[config.mk]
export PLATFORM = sky130hd
export DESIGN_NAME = kmp_string_matcher_top
export DESIGN_NICKNAME = d
export VERILOG_FILES = /design/src/hdl/kmp_pkg.sv /design/src/hdl/kmp_ctrl.sv /design/src/hdl/kmp_dpath.sv /design/src/hdl/kmp_string_matcher_top.sv
export SDC_FILE = /design/constraint.sdc
export NUM_CORES = 2
export LEC_CHECK = 0
export CAP_MARGIN = 0
export CELL_PAD_IN_SITES_DETAIL_PLACEMENT = 1
export CELL_PAD_IN_SITES_GLOBAL_PLACEMENT = 1
export CORE_ASPECT_RATIO = 0.7
export CORE_MARGIN = 3
export CORE_UTILIZATION = 30
export DETAILED_ROUTE_END_ITERATION = 16
export DONT_BUFFER_PORTS = 1
export PLACE_DENSITY = 0.47
export SLEW_MARGIN = 20
export SYNTH_ARGS = -nofsm -noshare
export SYNTH_HDL_FRONTEND = slang
export SYNTH_SLANG_ARGS = --single-unit
[constraint.sdc]
create_clock -name i_clk -period 15.25 [get_ports i_clk]
set_clock_uncertainty 0.1 [all_clocks]
set_input_delay 2.2875 -clock i_clk [delete_from_list [all_inputs] [get_ports i_clk]]
set_output_delay 2.2875 -clock i_clk [all_outputs]
set_load 0.02 [all_outputs]
[src/hdl/kmp_pkg.sv]
// Shared types and constants for the KMP string matcher.
// Used by kmp_ctrl, kmp_dpath and kmp_string_matcher_top; depends on nothing.
`default_nettype none

package kmp_pkg;

    // Sizing of the pattern store and the text position counter.
    localparam int PATTERN_MAX = 64;
    localparam int POS_W       = 32;
    localparam int START_W     = 32;
    localparam int IDX_W       = $clog2(PATTERN_MAX);
    localparam int LEN_W       = $clog2(PATTERN_MAX + 1);
    localparam int PTR_W       = $clog2(PATTERN_MAX + 2);

    // Item modes.
    localparam logic [1:0] MODE_CLEAR  = 2'd0;
    localparam logic [1:0] MODE_APPEND = 2'd1;
    localparam logic [1:0] MODE_TEXT   = 2'd2;

    // Result status codes.
    localparam logic [2:0] ST_NONE    = 3'd0;
    localparam logic [2:0] ST_MATCH   = 3'd1;
    localparam logic [2:0] ST_NOMATCH = 3'd2;
    localparam logic [2:0] ST_DONE    = 3'd3;
    localparam logic [2:0] ST_TOOLONG = 3'd4;

    // Input beat.
    typedef struct packed {
        logic [1:0] mode;
        logic [7:0] symbol;
        logic       text_first;
        logic       text_last;
    } t_in;

    // Result beat.
    typedef struct packed {
        logic [2:0]         status;
        logic [START_W-1:0] match_start;
    } t_out;

    // Controller states.
    typedef enum logic [1:0] {
        S_IDLE,
        S_CHASE,
        S_EMIT
    } t_state;

    // Commands from the controller to the datapath.
    typedef struct packed {
        logic take;
        logic step;
        logic emit;
    } t_cmd;

    // Status from the datapath to the controller.
    typedef struct packed {
        logic need_search;
        logic need_result;
        logic step_done;
        logic is_text;
        logic out_free;
    } t_sts;

endpackage

`default_nettype wire

[src/hdl/kmp_ctrl.sv]
// Controller state machine for the KMP string matcher.
// Depends on kmp_pkg; drives commands into kmp_dpath.
`default_nettype none

module kmp_ctrl (
    input  wire            i_clk,
    input  wire            i_rst_n,
    input  wire            i_in_valid,
    output logic           o_in_ready,
    input  kmp_pkg::t_sts  i_sts,
    output kmp_pkg::t_cmd  o_cmd
);
    import kmp_pkg::*;

    t_state r_state;
    t_state n_state;

    // State register.
    always_ff @(posedge i_clk) begin
        if (!i_rst_n) begin
            r_state <= S_IDLE;
        end else begin
            r_state <= n_state;
        end
    end

    // Next state.
    always_comb begin
        n_state = r_state;
        case (r_state)
            S_IDLE: begin
                if (i_in_valid) begin
                    if (i_sts.need_search) begin
                        n_state = S_CHASE;
                    end else if (i_sts.need_result) begin
                        n_state = S_EMIT;
                    end
                end
            end
            S_CHASE: begin
                if (i_sts.step_done) begin
                    n_state = i_sts.is_text ? S_EMIT : S_IDLE;
                end
            end
            S_EMIT: begin
                if (i_sts.out_free) begin
                    n_state = S_IDLE;
                end
            end
            default: n_state = S_IDLE;
        endcase
    end

    // Outputs.
    always_comb begin
        o_in_ready = 1'b0;
        o_cmd      = '0;
        case (r_state)
            S_IDLE: begin
                o_in_ready = 1'b1;
                o_cmd.take = i_in_valid;
            end
            S_CHASE: begin
                o_cmd.step = 1'b1;
            end
            S_EMIT: begin
                o_cmd.emit = i_sts.out_free;
            end
            default: ;
        endcase
    end

endmodule

`default_nettype wire

[src/hdl/kmp_dpath.sv]
// Datapath of the KMP string matcher: pattern and failure memories,
// match state, failure-link compare step and the output register. Depends on kmp_pkg.
`default_nettype none

module kmp_dpath (
    input  wire            i_clk,
    input  wire            i_rst_n,
    input  kmp_pkg::t_in   i_in_data,
    input  kmp_pkg::t_cmd  i_cmd,
    output kmp_pkg::t_sts  o_sts,
    output logic           o_out_valid,
    input  wire            i_out_ready,
    output kmp_pkg::t_out  o_out_data
);
    import kmp_pkg::*;

    // Pattern bytes and failure pointers.
    logic [7:0]       pat_mem  [PATTERN_MAX];
    logic [PTR_W-1:0] fail_mem [PATTERN_MAX];

    // Control state.
    logic [LEN_W-1:0] r_len,  n_len;
    logic [PTR_W-1:0] r_bp,   n_bp;
    logic [PTR_W-1:0] r_mp,   n_mp;
    logic [POS_W-1:0] r_pos,  n_pos;
    logic             r_done, n_done;
    logic             r_ovf,  n_ovf;
    logic             r_out_valid, n_out_valid;

    // Working registers.
    logic [1:0]         r_mode, n_mode;
    logic [7:0]         r_sym,  n_sym;
    logic               r_last, n_last;
    logic [PTR_W-1:0]   r_j,    n_j;
    logic [2:0]         r_res_status, n_res_status;
    logic [START_W-1:0] r_res_start,  n_res_start;
    t_out               r_out_data,   n_out_data;
    logic [7:0]         r_pat_q;
    logic [PTR_W-1:0]   r_fail_q;

    // Memory port signals.
    logic             pat_we;
    logic             fail_we;
    logic [IDX_W-1:0] fail_waddr;
    logic [PTR_W-1:0] fail_wdata;
    logic [PTR_W-1:0] jm1;
    logic [PTR_W-1:0] jm2;
    logic [LEN_W-1:0] len_m1;

    // Text-byte view after an optional restart.
    logic [PTR_W-1:0] eff_mp;
    logic [POS_W-1:0] eff_pos;
    logic             eff_done;
    logic [PTR_W-1:0] len_ptr;
    logic [PTR_W-1:0] start_j;

    // Compare step signals.
    logic             hit;
    logic [PTR_W-1:0] fail_next;
    logic [PTR_W-1:0] j_fin;
    logic [POS_W:0]   pos_inc;
    logic [POS_W:0]   m_ext;
    logic [POS_W:0]   start_full;

    assign len_ptr   = PTR_W'(r_len);
    assign len_m1    = r_len - LEN_W'(1);
    assign eff_mp    = i_in_data.text_first ? PTR_W'(1) : r_mp;
    assign eff_pos   = i_in_data.text_first ? '0 : r_pos;
    assign eff_done  = i_in_data.text_first ? 1'b0 : r_done;
    assign start_j   = (eff_mp < PTR_W'(1) || eff_mp > len_ptr) ? PTR_W'(1) : eff_mp;

    assign hit       = (r_pat_q == r_sym);
    assign fail_next = (r_fail_q == '0) ? PTR_W'(1) : r_fail_q;
    assign j_fin     = hit ? r_j + PTR_W'(1) : r_j;
    assign pos_inc   = {1'b0, r_pos} + (POS_W + 1)'(1);
    assign m_ext     = (POS_W + 1)'(r_len);
    assign start_full = (pos_inc >= m_ext) ? pos_inc - m_ext : '0;

    // Decide what the offered item needs before it is taken.
    always_comb begin
        o_sts             = '0;
        o_sts.step_done   = ~hit & (r_j > PTR_W'(1)) ? 1'b0 : 1'b1;
        o_sts.is_text     = (r_mode == MODE_TEXT);
        o_sts.out_free    = ~r_out_valid | i_out_ready;
        case (i_in_data.mode)
            MODE_APPEND: begin
                o_sts.need_search = (r_len != LEN_W'(PATTERN_MAX)) && (r_len != '0);
            end
            MODE_TEXT: begin
                o_sts.need_result = 1'b1;
                o_sts.need_search = ~r_ovf & ~eff_done & (r_len != '0);
            end
            default: ;
        endcase
    end

    // Next-state logic for the match state and working registers.
    always_comb begin
        n_len        = r_len;
        n_bp         = r_bp;
        n_mp         = r_mp;
        n_pos        = r_pos;
        n_done       = r_done;
        n_ovf        = r_ovf;
        n_mode       = r_mode;
        n_sym        = r_sym;
        n_last       = r_last;
        n_j          = r_j;
        n_res_status = r_res_status;
        n_res_start  = r_res_start;
        n_out_data   = r_out_data;
        n_out_valid  = r_out_valid & ~i_out_ready;
        pat_we       = 1'b0;
        fail_we      = 1'b0;
        fail_waddr   = len_m1[IDX_W-1:0];
        fail_wdata   = j_fin;

        // Take a new item.
        if (i_cmd.take) begin
            n_mode = i_in_data.mode;
            n_sym  = i_in_data.symbol;
            n_last = i_in_data.text_last;
            case (i_in_data.mode)
                MODE_CLEAR: begin
                    n_len  = '0;
                    n_bp   = PTR_W'(1);
                    n_ovf  = 1'b0;
                    n_mp   = PTR_W'(1);
                    n_pos  = '0;
                    n_done = 1'b0;
                end
                MODE_APPEND: begin
                    if (r_len == LEN_W'(PATTERN_MAX)) begin
                        n_ovf = 1'b1;
                    end else begin
                        pat_we = 1'b1;
                        n_len  = r_len + LEN_W'(1);
                        if (r_len == '0) begin
                            // The first pattern byte always restarts at one.
                            fail_we    = 1'b1;
                            fail_waddr = '0;
                            fail_wdata = PTR_W'(1);
                            n_bp       = PTR_W'(1);
                        end else begin
                            n_j = r_bp;
                        end
                    end
                end
                MODE_TEXT: begin
                    n_mp        = eff_mp;
                    n_pos       = eff_pos;
                    n_done      = eff_done;
                    n_res_start = '0;
                    if (r_ovf) begin
                        n_res_status = ST_TOOLONG;
                    end else if (eff_done) begin
                        n_res_status = ST_DONE;
                    end else if (r_len == '0) begin
                        // An empty pattern matches at the first position.
                        n_res_status = ST_MATCH;
                        n_done       = 1'b1;
                    end else begin
                        n_j = start_j;
                    end
                end
                default: ;
            endcase
        end

        // One failure-link step per cycle.
        if (i_cmd.step) begin
            if (!hit && (r_j > PTR_W'(1))) begin
                n_j = fail_next;
            end else if (r_mode == MODE_APPEND) begin
                fail_we = 1'b1;
                n_bp    = j_fin;
            end else begin
                n_res_start  = '0;
                n_res_status = ST_NONE;
                n_mp         = j_fin;
                if (j_fin == len_ptr + PTR_W'(1)) begin
                    n_res_status = ST_MATCH;
                    n_res_start  = START_W'(start_full);
                    n_done       = 1'b1;
                    n_mp         = PTR_W'(1);
                end else if (r_last) begin
                    n_res_status = ST_NOMATCH;
                    n_done       = 1'b1;
                end
                if (r_pos != '1) begin
                    n_pos = pos_inc[POS_W-1:0];
                end
            end
        end

        // Move the finished result into the output register.
        if (i_cmd.emit) begin
            n_out_data.status      = r_res_status;
            n_out_data.match_start = r_res_start;
            n_out_valid            = 1'b1;
        end
    end

    // Read addresses follow the next pointer so data lines up with r_j.
    assign jm1 = n_j - PTR_W'(1);
    assign jm2 = n_j - PTR_W'(2);

    // Pattern and failure memories.
    always_ff @(posedge i_clk) begin
        if (pat_we) begin
            pat_mem[r_len[IDX_W-1:0]] <= i_in_data.symbol;
        end
        if (fail_we) begin
            fail_mem[fail_waddr] <= fail_wdata;
        end
        r_pat_q  <= pat_mem[jm1[IDX_W-1:0]];
        r_fail_q <= fail_mem[jm2[IDX_W-1:0]];
    end

    // Control registers.
    always_ff @(posedge i_clk) begin
        if (!i_rst_n) begin
            r_len       <= '0;
            r_bp        <= PTR_W'(1);
            r_mp        <= PTR_W'(1);
            r_pos       <= '0;
            r_done      <= 1'b0;
            r_ovf       <= 1'b0;
            r_out_valid <= 1'b0;
        end else begin
            r_len       <= n_len;
            r_bp        <= n_bp;
            r_mp        <= n_mp;
            r_pos       <= n_pos;
            r_done      <= n_done;
            r_ovf       <= n_ovf;
            r_out_valid <= n_out_valid;
        end
    end

    // Payload registers.
    always_ff @(posedge i_clk) begin
        r_mode       <= n_mode;
        r_sym        <= n_sym;
        r_last       <= n_last;
        r_j          <= n_j;
        r_res_status <= n_res_status;
        r_res_start  <= n_res_start;
        r_out_data   <= n_out_data;
    end

    assign o_out_valid = r_out_valid;
    assign o_out_data  = r_out_data;

endmodule

`default_nettype wire

[src/hdl/kmp_string_matcher_top.sv]
// KMP matcher. Clear, an ignored mode, the first pattern byte and an append to a full
// pattern are finished when taken; any other append follows k failure links. A text byte
// follows k links if a search is needed, then waits out output stalls for its result beat;
// k counts links followed, one per memory read, averaging at most about one per byte.
// One item is in flight at a time. Reset (synchronous, active low) empties the pattern,
// restarts the search and drops any result beat; memory contents are left as they were.
`default_nettype none

module kmp_string_matcher_top (
    input  wire            i_clk,
    input  wire            i_rst_n,
    input  wire            i_in_valid,
    output logic           o_in_ready,
    input  kmp_pkg::t_in   i_in_data,
    output logic           o_out_valid,
    input  wire            i_out_ready,
    output kmp_pkg::t_out  o_out_data
);
    import kmp_pkg::*;

    t_cmd cmd;
    t_sts sts;

    // Sequencer.
    kmp_ctrl u_ctrl (
        .i_clk      (i_clk),
        .i_rst_n    (i_rst_n),
        .i_in_valid (i_in_valid),
        .o_in_ready (o_in_ready),
        .i_sts      (sts),
        .o_cmd      (cmd)
    );

    // Storage and compare datapath.
    kmp_dpath u_dpath (
        .i_clk       (i_clk),
        .i_rst_n     (i_rst_n),
        .i_in_data   (i_in_data),
        .i_cmd       (cmd),
        .o_sts       (sts),
        .o_out_valid (o_out_valid),
        .i_out_ready (i_out_ready),
        .o_out_data  (o_out_data)
    );

`ifndef ASSERT_OFF
    // A clear finishes in its own cycle, so the input side stays open.
    a_clear_one_cycle: assert property (@(posedge i_clk) disable iff (!i_rst_n)
        i_in_valid && o_in_ready && (i_in_data.mode == MODE_CLEAR) |=> o_in_ready)
        else $error("input not ready after a clear beat");

    // A text beat always leads to a busy sequencer in the next cycle.
    a_text_busy: assert property (@(posedge i_clk) disable iff (!i_rst_n)
        i_in_valid && o_in_ready && (i_in_data.mode == MODE_TEXT) |=> !o_in_ready)
        else $error("sequencer idle right after a text beat");

    // Only a match beat carries a nonzero start.
    a_start_only_on_match: assert property (@(posedge i_clk) disable iff (!i_rst_n)
        o_out_valid && (o_out_data.match_start != '0) |-> o_out_data.status == ST_MATCH)
        else $error("nonzero match start without a match");
`endif

endmodule

`default_nettype wire
Yosys cells after proc, flatten, opt, wreduce, memory -nomap -nowiden
Memory sizes are Yosys's and may differ from the RTL's. A register that Yosys moved wholly into a read port is not among the register bits.
Cells that the tools add are included.
{"block": "word_totals", "regBits": 146, "ramBits": 960, "output_inout_bits": 37, "memories": 2}
{"memory": "u_dpath.pat_mem", "words": 64, "width": 8, "rd": 1, "rd_clocked_by_memory_dff": 1, "wr": 1, "line_no": "kmp_dpath.sv:18", "source": "logic [7:0] pat_mem [PATTERN_MAX];"}
{"memory": "u_dpath.fail_mem", "words": 64, "width": 7, "rd": 1, "rd_clocked_by_memory_dff": 1, "wr": 1, "line_no": "kmp_dpath.sv:19", "source": "logic [PTR_W-1:0] fail_mem [PATTERN_MAX];"}
{"block": "op_classes", "n_addsub": 7, "order_cmp": 4, "eq_ne": 17, "mux": 100, "n_bitwise": 10, "n_reduce_logical": 13}
{"cell": "two-way mux 32 bit", "n": 13}
{"cell": "two-way mux 7 bit", "n": 28}
{"cell": "one-hot mux 32 bit (2 select lines)", "n": 1}
{"cell": "one-hot mux 7 bit (2 select lines)", "n": 4}
{"cell": "adder 32 x 1 -> 33 bit, second input constant", "n": 1}
{"cell": ">= comparator 33 x 7 -> 1 bit", "n": 1}
{"cell": "!= test 32 bit, second input constant", "n": 1}
{"cell": "subtractor 32 x 7 -> 32 bit", "n": 1}
{"cell": "two-way mux 1 bit", "n": 30}
{"cell": "two-way mux 3 bit", "n": 9}
{"cell": "two-way mux 6 bit", "n": 4}
{"cell": "adder 7 x 1 -> 7 bit, second input constant", "n": 2}
{"cell": "zero test 7 bit", "n": 2}
{"cell": "two-way mux 2 bit", "n": 7}
{"cell": "subtractor 6 x 1 -> 6 bit, second input constant", "n": 2}
{"cell": "equality test 8 bit", "n": 1}
{"cell": "equality test 7 bit", "n": 1}
{"cell": "equality test 7 bit, second input constant", "n": 1}
{"cell": "greater-than comparator 7 x 1 -> 1 bit, second input constant", "n": 1}
{"cell": "greater-than comparator 7 bit", "n": 1}
{"cell": "less-than comparator 7 x 1 -> 1 bit, second input constant", "n": 1}
{"cell": "!= test 7 bit, second input constant", "n": 1}
{"cell": "nonzero test 7 bit", "n": 1}
{"cell": "equality test 2 x 1 -> 1 bit, second input constant", "n": 3}
{"cell": "17 further kinds", "n": 34}

Depth between registers and ports, before layout
{"block": "logic_depth", "word_depth": 12, "ltp_mapped": 24, "mapped_depth_nobuf": 17}

Modules after synthesis
From an unflattened synthesis, not the netlist that was laid out.
{"block": "hier_totals", "hier_cells": 3073, "hier_area_um2": 46973.8}
{"module": "kmp_dpath", "instances": 1, "cells_each": 3059, "area_per_inst_um2": 46834.9, "seq_area_each_um2": 32471.1}
{"module": "kmp_ctrl", "instances": 1, "cells_each": 14, "area_per_inst_um2": 138.9, "seq_area_each_um2": 40.0}

Least setup slack after synthesis
OpenSTA, ideal clock, no wires.
{"block": "synth_timing", "path_type": "input-to-reg", "startpoint": "in i_in_data[1] in the netlist's numbering", "endpoint": "reg u_dpath.r_pat_q[6], read port of u_dpath.pat_mem", "setup_time_ns": 0.126, "t_arrival_ns": 6.248, "slack_ns": 8.776, "stages": 21, "path_buffers": 5, "path_cell_list": "clkbuf_1 > nor2b_1 > ha_1 > a21oi_1 > o211a_2 > a211oi_4 > o21ai_0 > and2_1 > inv_2 > buf_4 > buf_2 > buf_1 > ha_1 > nand4_1 > o21ai_1 > xor2_4 > buf_4 > mux2i_1 > a32oi_1 > nand4_1 > o21ai_0"}
{"block": "synth_via", "elab_chain_len": 12, "word_cells_on_any_way": 14, "classes_between": "add/sub (1); order compare (2); mux (10); reduce/logical (1)"}
{"item": "start: declaration", "line_no": "kmp_string_matcher_top.sv:14", "source": "input kmp_pkg::t_in i_in_data,"}
{"item": "two-way mux 7 bit", "line_no": "kmp_dpath.sv:67", "source": "assign eff_mp = i_in_data.text_first ? PTR_W'(1) : r_mp;"}
{"item": "less-than comparator 7 x 1 -> 1 bit / greater-than comparator 7 bit (equally long branches)", "line_no": "kmp_dpath.sv:70", "source": "assign start_j = (eff_mp < PTR_W'(1) || eff_mp > len_ptr) ? PTR_W'(1) : eff_mp;"}
{"item": "logical OR 1 bit", "line_no": "kmp_dpath.sv:70"}
{"item": "two-way mux 7 bit", "line_no": "kmp_dpath.sv:70"}
{"item": "two-way mux 7 bit", "line_no": "kmp_dpath.sv:158", "source": "end else if (r_len == '0) begin"}
{"item": "two-way mux 7 bit *", "line_no": "kmp_dpath.sv:156", "source": "end else if (eff_done) begin"}
{"item": "two-way mux 7 bit *", "line_no": "kmp_dpath.sv:154", "source": "if (r_ovf) begin"}
{"item": "one-hot mux 7 bit (2 select lines) *", "line_no": "kmp_dpath.sv:123", "source": "case (i_in_data.mode)"}
{"item": "two-way mux 7 bit *", "line_no": "kmp_dpath.sv:119", "source": "if (i_cmd.take) begin"}
{"item": "two-way mux 7 bit", "line_no": "kmp_dpath.sv:172", "source": "if (!hit && (r_j > PTR_W'(1))) begin"}
{"item": "two-way mux 7 bit *", "line_no": "kmp_dpath.sv:171", "source": "if (i_cmd.step) begin"}
{"item": "subtractor 6 x 1 -> 6 bit *", "line_no": "kmp_dpath.sv:205", "source": "assign jm1 = n_j - PTR_W'(1);"}
{"item": "end: declaration", "line_no": "kmp_dpath.sv:38", "source": "logic [7:0] r_pat_q;"}
Mark *: on every way between the ends. The rest lies on a longest branch, timed or not.
A chain may end at the register's enable or synchronous reset.

Worst setup path after layout
{"block": "layout_timing", "startpoint": "in i_in_data[1] in the netlist's numbering", "endpoint": "reg u_dpath.r_pat_q[0], read port of u_dpath.pat_mem"}
Same word-level chain as after synthesis.

==> flow_metrics.tcl <==
set metrics [dict create \
    multi_input_area_mm2 0.0134 \
    grt_overflow_total 0 \
    synth_top_cell_by_area "edfxtp_1" \
    path_max_fanout 79 \
    vias 28300 \
    cts_setup_buffers 0 \
    end_kind "register" \
    sw_frac_of_total_pct 31.6 \
    dieArea_mm2 0.162 \
    yosysWarningCount 0 \
    postCtsHoldBufs 0 \
    grt_pass1_wl_um 209000 \
    grt_use_met3_pct 4.53 \
    cts_made_buffers 114 \
    post-dp-hpwl_um 89600 \
    timing.fmax_ghz 0.133 \
    cts_tree "done" \
    synth_area_mm2 0.0471 \
    synthTopCellsByCount "edfxtp_1 (1006), nand2_1 (392), nor2_1 (214), and3_1 (129), mux4_2 (128)" \
    clk_pin_slew_ns 0.06 \
    synth_area_per_cell_um2 14.6 \
    grt_pass1_vias 29000 \
    slowest_delay_ns 0.78 \
    drt-wirelength-per-cell_um 26.8 \
    slew_headroom_pct 23.7 \
    p_int_w 0.00589 \
    final-seq-area_mm2 0.0325 \
    grt.busiest_layer "met1" \
    clk_latency_ns 0.76 \
    antenna_found_initial 4 \
    status "complete, no violations" \
    drv_slew 0 \
    powerDensity_mw_per_mm2 162 \
    p_total_w 0.00862 \
    synth_edf_count 1006 \
    fill_cells 16000 \
    p_leak_nw 17.2 \
    report.final.hold_viol_count 0 \
    final_cells 5364 \
    critPathSlowestCell "buf_4" \
    wirelength_um 143000 \
    io_buffers 0 \
    dp_cells 5149 \
    worstPathRequired_ns 15.82 \
    htreeDepth 3 \
    cts_resized 0 \
    min_period_ns 7.54 \
    syn_nets 3262 \
    rows 120 \
    worstMarginPinSlew_ns 1.12 \
    min_path_type "register to register" \
    drtPass1Iterations 6 \
    drtAntennaViolNets 0 \
    vdd_drop_max_mv 0.130 \
    synthFlopType "edfxtp_1" \
    die_w_um 479 \
    yosysMostFrequentCell "edfxtp_1" \
    p_comb_share_pct 24.5 \
    ios 53 \
    maxCapViolCount 0 \
    fin_nets 3231 \
    cp_cell_sequence "nor2b_1, ha_1, a21oi_1, o211a_2, a211oi_4, o21ai_0, and2_2, inv_4, ha_4, buf_4, buf_4, mux4_2, nand2_1, a32oi_1, nand4_1, o21ai_0" \
    async_flop_share_pct 0 \
    drtIter0Drc 2484 \
    area_growth_pct 13.0 \
    clkSinkCount 1121 \
    drive_above_1_share_pct 13.3 \
    grt_usage_pct 17.5 \
    synth_area_leaders "edfxtp_1 (64%), mux4_2 (6.1%), dfxtp_1 (4.9%)" \
    gr-usage-met1_pct 27.0 \
    viasPerCell 5.28 \
    synth.yosys.seq_area_share_pct 69.1 \
    root_buffer "clkbuf_16" \
    synth-seq-cells 1121 \
    core-area_mm2 0.154 \
    clockPowerShare_pct 34.6 \
    clk_path_buf_depth 3 \
    rsz0062_at_grt "false" \
    start_util_pct 30.5 \
    die_y_um 337 \
    synth_cells 3223 \
    cp.arrival_ns 8.11 \
    yosysUniqueCellTypes 93 \
    yosys.area.top_type_share_pct 64.2 \
    switching_power_w 0.00273 \
    tns_ns 0 \
    drc 0 \
    fin_crit_sh_pct 49.5 \
    path_class "input pin to register" \
    critPathLaunchType "input pin" \
    p_seq_share_pct 40.9 \
    grt_max_degree 154 \
    gp_congestion 0.831 \
    gr-usage-met2_pct 24.6 \
    setup_viol 0 \
]
cell usage in the layout, fill, tap and decap left out, types with 25 or more instances in the layout:
cell / instances
clkbuf_16: 115
mux2i_1: 37
a211oi_1: 83
a22o_1: 33
xnor2_1: 54
mux4_2: 128
buf_4: 61
nand2_1: 392
a311o_1: 33
and2_1: 25
inv_1: 26
dfxtp_1: 115
and3_1: 129
a21oi_1: 69
a21o_1: 35
nor2_1: 203
a311oi_1: 25
nand3_1: 116
xor2_1: 34
o21ai_0: 78
edfxtp_1: 1006
nand4_1: 38
path summary, 6_finish.rpt:
check | from | endpoint | slack, ns | depth (start not counted)
max | i_in_data[1] | u_dpath.r_pat_q[0] | 7.71 | 16
min | u_dpath.r_res_start[26] | u_dpath.o_out_data[26] | 0.34 | 0
max reg2reg | u_dpath.len_ptr[5] | u_dpath.r_pat_q[0] | 7.73 | 17
min reg2reg | u_dpath.r_res_start[26] | u_dpath.o_out_data[26] | 0.34 | 0
kinds of logic after synthesis:
logic type / Yosys count / share of synthesized area [%]
flops: 1121 / 69.1
buf+inv: 242 / 2.62
simple gates: 1047 / 10.6
mux: 167 / 6.96
compound gates: 531 / 8.34
xor+xnor: 91 / 1.73
fa+ha+maj: 24 / 0.649
metrics by stage:
stage / setup WS, ns / cell area, um2 / hold slack (ns) / utilization (%)
detailed placement: 6.92 / 49200 / 0.314 / 31.8
floorplan: 8.78 / 47100 / 0.302 / -
CTS: 7.64 / 53100 / 0.340 / 34.4
finish: 7.71 / 53200 / 0.336 / 34.4
global route: 7.26 / 53200 / 0.349 / 34.4
global placement: 6.94 / 49200 / 0.317 / 31.8
critical path: cells and delay by family:
| kind | cells | cell delay (ns) |
|---|---|---|
| multiplexers | 1 | 0.36 |
| buffers and inverters | 3 | 2.18 |
| AO/OA/AOI/OAI | 6 | 1.67 |
| adder cells (fa/ha/maj) | 2 | 0.88 |
| AND/OR/NAND/NOR | 4 | 0.59 |
flip-flops by register name, summed over array words and instances (netlist names), 2 cells and up:
name,count
u_dpath.len_ptr,7
u_dpath.r_res_start,32
u_dpath.pat_mem,512
u_dpath.r_mp,7
u_dpath.r_pat_q,8
u_dpath.r_mode,2
u_dpath.fail_mem,448
u_dpath.r_sym,8
u_dpath.r_fail_q,7
u_ctrl.r_state,2
u_dpath.r_pos,32
u_dpath.r_j,7
u_dpath.o_out_data,35
u_dpath.r_res_status,3
u_dpath.r_bp,7
cell type report:
| type | instances | share of cell area, % |
|---|---|---|
| Antenna cell | 3 | 0.0141 |
| Clock buffer | 145 | 5.81 |
| Clock inverter | 66 | 1.64 |
| Inverter | 31 | 0.254 |
| Multi-Input combinational cell | 1860 | 25.3 |
| Sequential cell | 1121 | 61.2 |
| Tap cell | 2074 | 4.88 |
| Timing Repair Buffer | 64 | 0.958 |
power groups by stage:
stage / combinational (W) / clock (W) / sequential (W)
floorplan: 0.00138 / 0 / 0.00356
global placement: 0.00209 / 0 / 0.00359
detailed placement: 0.00212 / 0 / 0.00359
CTS: 0.00212 / 0.00307 / 0.00352
global route: 0.00227 / 0.00319 / 0.00352
finish: 0.00211 / 0.00298 / 0.00352
layer usage:
metal  share of wire [%]  wire length (um)  vias to the layer above
li1                    -                 -                    12400
met1                  50             72500                    15000
met2                  41             59000                      728
met3                 6.6              9460                      178
met4                 1.8              2580                        0
met5                   0                 0                        -
No activity file was read; power rests on OpenSTA's default activity.
